[src/hdl/dsrm_pkg.sv]
`timescale 1ns / 1ps

package dsrm_pkg;

  localparam int CHANNELS_DEF        = 2;
  localparam int PHASE_BITS_DEF      = 32;
  localparam int SINE_TABLE_BITS_DEF = 8;

  localparam int SAMPLE_W  = 16;
  localparam int CFG_W     = 32;
  localparam int CFG_IDX_W = 2;
  localparam int CHAN_W    = 3;

  localparam logic [63:0] PI_Q30  = 64'd3373259426;
  localparam logic [63:0] ONE_Q30 = 64'd1 << 30;

  typedef enum logic [CFG_IDX_W-1:0] {
    REG_STEP_A = 2'd0,
    REG_STEP_B = 2'd1,
    REG_GAIN_A = 2'd2,
    REG_GAIN_B = 2'd3
  } cfg_reg_t;

  // Quarter-wave entry k: sin((k + 1/2) * (pi/2) / 2^stb), Q0.15 magnitude.
  // Evaluated at elaboration only.
  function automatic logic [14:0] rom_entry(input int unsigned k, input int unsigned stb);
    logic [63:0] x;
    logic [63:0] x2;
    logic [63:0] t;
    logic [63:0] s;
    x  = (64'(2 * k + 1) * PI_Q30) >> (stb + 2);
    x2 = (x * x) >> 30;
    t  = ONE_Q30;
    t  = ONE_Q30 - ((x2 * t) >> 30) / 64'd110;
    t  = ONE_Q30 - ((x2 * t) >> 30) / 64'd72;
    t  = ONE_Q30 - ((x2 * t) >> 30) / 64'd42;
    t  = ONE_Q30 - ((x2 * t) >> 30) / 64'd20;
    t  = ONE_Q30 - ((x2 * t) >> 30) / 64'd6;
    s  = (x * t) >> 30;
    s  = (s + 64'd16384) >> 15;
    if (s > 64'd32767) begin
      s = 64'd32767;
    end
    return s[14:0];
  endfunction

endpackage

[src/hdl/dual_sine_ring_modulator.sv]
`timescale 1ns / 1ps

// Dual-oscillator ring modulator.
// Input channel: in_valid/in_stall carry a channel number per transaction; each
// transaction asks for the next output sample of that channel.
// Result channel: out_valid/out_stall carry out_sample (signed Q1.15) and
// out_bad_channel, exactly one result per input transaction, in order.
// Config: cfg_we writes cfg_wdata into register cfg_index (0 step A, 1 step B,
// 2 gain A, 3 gain B); write only while the block is idle.
// A valid channel steps through S_MA, S_MB and S_MP before its result is
// registered; a bad channel gives zero with the flag set in the next cycle.
// A new transaction is taken only after the last one is done, since the single
// shared multiplier is used three times per sample (gain A, gain B, final
// product) and the single sine table port is read once per oscillator.
// Reset (rst_n low, synchronous): config registers and all phases clear to zero,
// output queue empty.
// A stalled result holds; in_stall stays high until the result register is
// empty or being taken, so nothing is dropped.
module dual_sine_ring_modulator #(
  parameter int CHANNELS        = dsrm_pkg::CHANNELS_DEF,
  parameter int PHASE_BITS      = dsrm_pkg::PHASE_BITS_DEF,
  parameter int SINE_TABLE_BITS = dsrm_pkg::SINE_TABLE_BITS_DEF
) (
  input  logic                                clk,
  input  logic                                rst_n,
  input  logic                                cfg_we,
  input  logic [dsrm_pkg::CFG_IDX_W-1:0]      cfg_index,
  input  logic [dsrm_pkg::CFG_W-1:0]          cfg_wdata,
  input  logic                                in_valid,
  output logic                                in_stall,
  input  logic [dsrm_pkg::CHAN_W-1:0]         in_channel,
  output logic                                out_valid,
  input  logic                                out_stall,
  output logic signed [dsrm_pkg::SAMPLE_W-1:0] out_sample,
  output logic                                out_bad_channel
);

  localparam int CH_W     = (CHANNELS > 1) ? $clog2(CHANNELS) : 1;
  localparam int ROM_SIZE = 1 << SINE_TABLE_BITS;
  localparam logic [3:0] NUM_CH = 4'(CHANNELS);

  typedef enum logic [1:0] {S_IDLE, S_MA, S_MB, S_MP} state_t;

  state_t state_r;

  logic [dsrm_pkg::CFG_W-1:0] step_a_r;
  logic [dsrm_pkg::CFG_W-1:0] step_b_r;
  logic signed [15:0]         gain_a_r;
  logic signed [15:0]         gain_b_r;

  logic [PHASE_BITS-1:0] phase_a_r [CHANNELS];
  logic [PHASE_BITS-1:0] phase_b_r [CHANNELS];
  logic [PHASE_BITS-1:0] pa_r;
  logic [PHASE_BITS-1:0] pb_r;
  logic [CH_W-1:0]       ch_r;

  logic signed [15:0] sin_r;
  logic signed [31:0] va_r;
  logic signed [31:0] vb_r;

  logic                out_valid_r;
  logic signed [15:0]  out_sample_r;
  logic                out_bad_r;

  logic [14:0] rom_w [ROM_SIZE];

  for (genvar k = 0; k < ROM_SIZE; k++) begin : g_rom
    assign rom_w[k] = dsrm_pkg::rom_entry(k, SINE_TABLE_BITS);
  end

  logic            in_acc;
  logic            in_bad;
  logic [CH_W-1:0] in_idx;

  assign in_idx = in_channel[CH_W-1:0];
  assign in_bad = {1'b0, in_channel} >= NUM_CH;
  assign in_stall = (state_r != S_IDLE) || (out_valid_r && out_stall);
  assign in_acc = in_valid && !in_stall;

  // shared sine lookup
  logic [PHASE_BITS-1:0]      lk_phase;
  logic [1:0]                 lk_quad;
  logic [SINE_TABLE_BITS-1:0] lk_idx;
  logic [14:0]                lk_mag;
  logic signed [15:0]         lk_sine;

  always_comb begin
    lk_phase = (state_r == S_IDLE) ? phase_a_r[in_idx] : phase_b_r[ch_r];
    lk_quad  = lk_phase[PHASE_BITS-1 -: 2];
    lk_idx   = lk_phase[PHASE_BITS-3 -: SINE_TABLE_BITS];
    if (lk_quad[0]) begin
      lk_idx = ~lk_idx;
    end
    lk_mag  = rom_w[lk_idx];
    lk_sine = lk_quad[1] ? -$signed({1'b0, lk_mag}) : $signed({1'b0, lk_mag});
  end

  // shared multiplier
  logic signed [31:0] mul_a;
  logic signed [31:0] mul_b;
  logic signed [63:0] mul_p;

  always_comb begin
    case (state_r)
      S_MA: begin
        mul_a = 32'(gain_a_r);
        mul_b = 32'(sin_r);
      end
      S_MB: begin
        mul_a = 32'(gain_b_r);
        mul_b = 32'(sin_r);
      end
      S_MP: begin
        mul_a = va_r;
        mul_b = vb_r;
      end
      default: begin
        mul_a = '0;
        mul_b = '0;
      end
    endcase
  end

  assign mul_p = mul_a * mul_b;

  always_ff @(posedge clk) begin
    if (!rst_n) begin
      state_r     <= S_IDLE;
      out_valid_r <= 1'b0;
      step_a_r    <= '0;
      step_b_r    <= '0;
      gain_a_r    <= '0;
      gain_b_r    <= '0;
      for (int c = 0; c < CHANNELS; c++) begin
        phase_a_r[c] <= '0;
        phase_b_r[c] <= '0;
      end
    end else begin
      if (cfg_we) begin
        unique case (dsrm_pkg::cfg_reg_t'(cfg_index))
          dsrm_pkg::REG_STEP_A: step_a_r <= cfg_wdata;
          dsrm_pkg::REG_STEP_B: step_b_r <= cfg_wdata;
          dsrm_pkg::REG_GAIN_A: gain_a_r <= cfg_wdata[15:0];
          dsrm_pkg::REG_GAIN_B: gain_b_r <= cfg_wdata[15:0];
        endcase
      end

      if (out_valid_r && !out_stall && !(in_acc && in_bad)) begin
        out_valid_r <= 1'b0;
      end

      unique case (state_r)
        S_IDLE: begin
          if (in_acc) begin
            if (in_bad) begin
              out_valid_r  <= 1'b1;
              out_sample_r <= '0;
              out_bad_r    <= 1'b1;
            end else begin
              ch_r    <= in_idx;
              pa_r    <= lk_phase;
              sin_r   <= lk_sine;
              state_r <= S_MA;
            end
          end
        end
        S_MA: begin
          va_r    <= mul_p[31:0];
          pb_r    <= lk_phase;
          sin_r   <= lk_sine;
          state_r <= S_MB;
        end
        S_MB: begin
          vb_r    <= mul_p[31:0];
          state_r <= S_MP;
        end
        S_MP: begin
          out_valid_r     <= 1'b1;
          out_sample_r    <= mul_p[60:45];
          out_bad_r       <= 1'b0;
          phase_a_r[ch_r] <= pa_r + step_a_r[PHASE_BITS-1:0];
          phase_b_r[ch_r] <= pb_r + step_b_r[PHASE_BITS-1:0];
          state_r         <= S_IDLE;
        end
      endcase
    end
  end

  assign out_valid       = out_valid_r;
  assign out_sample      = out_sample_r;
  assign out_bad_channel = out_bad_r;

endmodule

[config.mk]
export PLATFORM = sky130hd
export DESIGN_NAME = dual_sine_ring_modulator
export DESIGN_NICKNAME = d
export VERILOG_FILES = /design/src/hdl/dsrm_pkg.sv /design/src/hdl/dual_sine_ring_modulator.sv
export SDC_FILE = /design/constraint.sdc
export NUM_CORES = 2
export LEC_CHECK = 0
export BUFFER_PORTS_ARGS = -buffer_cell sky130_fd_sc_hd__buf_2
export CAP_MARGIN = 15
export CORE_MARGIN = 4
export CORE_UTILIZATION = 45
export CTS_CLUSTER_DIAMETER = 100
export DETAILED_ROUTE_END_ITERATION = 7
export PLACE_DENSITY_LB_ADDON = 0.08
export SYNTH_ARGS = -nofsm -noshare
export SYNTH_HDL_FRONTEND = slang
export SYNTH_SLANG_ARGS = --single-unit
[constraint.sdc]
create_clock -name clk -period 11.01 [get_ports clk]
set_input_delay 1.6515 -clock clk [delete_from_list [all_inputs] [get_ports clk]]
set_output_delay 1.6515 -clock clk [all_outputs]
set_load 0.02 [all_outputs]
==> metrics.yaml <==
outcome:
  status: "complete, no violations"
critical_path:
  cp-start-kind: "flop"
  rr_worst_depth: 30
  crit_start: "state_r[0]"
  crit_path_frequent_cell: "fa_1"
  criticalPathCategory: "flop to flop"
  timing.rr.start: "state_r[0]"
  worstSetupEndpointType: "flop"
  max_stage_delay_ns: 0.83
  crit_fanout: 26
  regToRegSetupSlack_ns: 0.45
  crit_required_ns: 11.28
  r2r-end: "va_r[31]"
  arrival_ns: 10.84
  crit_slowest_cell: "a31oi_1"
  cp-endpoint: "va_r[31]"
sta:
  final-setup-viol-count: 0
  post-route-period-util: 0.959
  rsz0062_at_grt: "false"
  finClkSkew_ns: 0.0194
  slew_violations: 0
  holdWs_ns: 0.464
  finalCriticalPeriod_ns: 10.56
  setup_ws_ns: 0.446
  max_slew.worst_pin.slew_ns: 1.19
  slew_headroom: 0.199
  clock.fmax_ghz: 0.0947
  finalSetupTns_ns: 0
  finalHoldViolCount: 0
cells_and_area:
  final_area_mm2: 0.0618
  instances_no_fill: 7892
  fillers: 12053
  drive_above_1_share: 0.0730
  final_util: 0.490
  syn2layout_area_growth_pct: 7.51
  layout.nets: 7577
job:
  cap_violations: 0
yosys:
  ys_types: 96
  synth_fp_nets: 7599
  yosysMostFrequentCell: "fa_1"
  synth_top_cell_area_share: 0.367
  syn_avg_cell_area_um2: 9.24
  synthesis.instances: 6223
  synth_top_cells_by_area: "fa_1 (37%), edfxtp_1 (15%), inv_1 (6.1%), ha_1 (6.1%), nand2_1 (5.8%)"
  synth-seq-cells: 390
  netlist_area_mm2: 0.0575
  yosys_warnings: 0
  ys_dominant_reg_cell: "edfxtp_1"
  ys_seq_area_frac: 0.186
  async_flop_share: 0
  synth_top_area_cell: "fa_1"
  synth_commonest_cells: "fa_1 (1055), inv_1 (942), nand2_1 (884)"
  synth_edf_count: 290
placement:
  numPortBuffers: 60
  dpl_worst_slack_ns: 0.677
  postPlaceCellArea_mm2: 0.0603
  dp_cells: 7806
  gp_congestion: 0.984
  dp_hpwl_um: 168000
pwr:
  power_density_mw_per_mm2: 125
  pwr-share-comb: 0.567
  clock_power_share: 0.197
  intPower_mw: 3.85
  power_mw: 7.72
  power.switching_mw: 3.87
  swShare: 0.501
  p_leak_nw: 27.7
  p_seq_frac: 0.237
  ir_drop_mv: 0.276
global_route:
  grt_max_degree: 80
  grt_usage: 0.325
  grtUsageMet1: 0.425
  grt_pass1_vias: 47920
  met3_usage: 0.0426
  top_usage_layer: "met2"
  grt_pass1_wl_um: 320000
  antenna_found_initial: 7
  overflow: 0
  use_met2: 0.537
die:
  io_pins: 61
  die_h_um: 366
  start_util: 0.456
  rows: 130
  dieWidth_um: 366
  fp.dieArea_mm2: 0.134
  core_area_mm2: 0.126
clock_network:
  cts_max_level: 2
  cts-resized-gates: 0
  clk_pin_slew_worst_paths_ns: 0.07
  cts_buffers: 42
  cts_tree: "yes"
  cts_sinks: 390
  post-cts-setup-buffers: 0
  cts_hold_buf: 0
  cts_buffer_depth: 3
  cts-root-buf: "clkbuf_16"
  clk-insertion-delay-late_ns: 0.58
detailed_routing:
  drt_iter0_drc: 4451
  ant_nets: 0
  dr_total_vias: 45867
  drt_pre_antenna_iters: 8
  remaining_drc_errors: 0
  wirelength_um: 214000
  post_drt_wl_per_cell_um: 27.1
  drt-vias-per-instance: 5.81
worst_hold_path:
  min_path_type: "flop to flop"
  whs_path_depth: 2
power groups by stage:
stage / clock network [mW] / logic (mW) / registers [mW]
after floorplan: 0 / 2.51 / 1.84
after global placement: 0 / 4.30 / 1.85
after global routing: 1.61 / 4.55 / 1.83
after CTS: 1.55 / 4.25 / 1.82
final: 1.52 / 4.37 / 1.82
after detailed placement: 0 / 4.23 / 1.86
logic make-up after synthesis:
family,count (synthesis),share of synthesized area
AND/OR/NAND/NOR,1987,0.141
AO/OA/AOI/OAI,960,0.114
XOR/XNOR,182,0.0284
multiplexers,78,0.0140
buffers and inverters,1292,0.0877
flip-flops,390,0.186
adder cells (fa/ha/maj),1334,0.428
layout by cell type (no fill, tap or decap), types with 21 or more instances in the layout:
cell,instances
a211oi_1,60
a21boi_0,103
a21o_1,102
a21oi_1,197
a31oi_1,33
buf_2,58
buf_4,211
clkbuf_16,45
dfxtp_1,99
edfxtp_1,290
fa_1,1055
ha_1,278
inv_1,942
mux2i_1,61
nand2_1,882
nand2b_1,21
nand3_1,74
nor2_1,796
nor2b_1,35
nor3_1,69
o211ai_1,37
o21ai_0,124
xnor2_1,111
xor2_1,65
area by class of cell:
type / count / area [um^2] / area share
clock inverter: 20 / 251 / 0.00407
clock buffer: 58 / 1230 / 0.0200
multi-input combinational: 4541 / 42100 / 0.680
tap: 1650 / 2060 / 0.0334
antenna: 7 / 17.5 / 0.000283
sequential: 390 / 10700 / 0.173
timing repair buffer: 271 / 1910 / 0.0310
inverter: 955 / 3590 / 0.0580
state kept, by name, summed over array words and instances, names as in the netlist, named ones only:
signal	flops
ch_r	1
gain_a_r	16
gain_b_r	16
out_bad_channel	1
out_sample	16
out_valid	1
pa_r	32
pb_r	32
phase_a_r	64
phase_b_r	64
sin_r	16
state_r	2
step_a_r	32
step_b_r	32
va_r	32
vb_r	32
worst min path at each step:
stage | end | startpoint | slack (ns)
floorplan | gain_b_r[15] | gain_b_r[15] | 0.44
global placement | gain_a_r[13] | gain_a_r[13] | 0.46
detailed placement | gain_b_r[13] | gain_b_r[13] | 0.46
CTS | gain_b_r[13] | gain_b_r[13] | 0.47
global route | gain_b_r[13] | gain_b_r[13] | 0.49
finish | gain_b_r[13] | gain_b_r[13] | 0.46
worst max-delay path, delay by kind of cell, from the launching register on:
kind | cells | cell delay [ns]
AO/OA/AOI/OAI | 9 | 2.77
XOR/XNOR | 1 | 0.40
adder cells (fa/ha/maj) | 10 | 4.64
buffers and inverters | 8 | 1.25
flip-flops | 1 | 0.34
AND/OR/NAND/NOR | 2 | 0.83
per-layer routing:
layer / share of wire / vias to the layer above
met5: 0 / -
met4: 0.061 / 0
met3: 0.071 / 532
met2: 0.47 / 1989
met1: 0.40 / 23518
li1: - / 19828
Note: power is estimated with default switching activity, not from simulation.
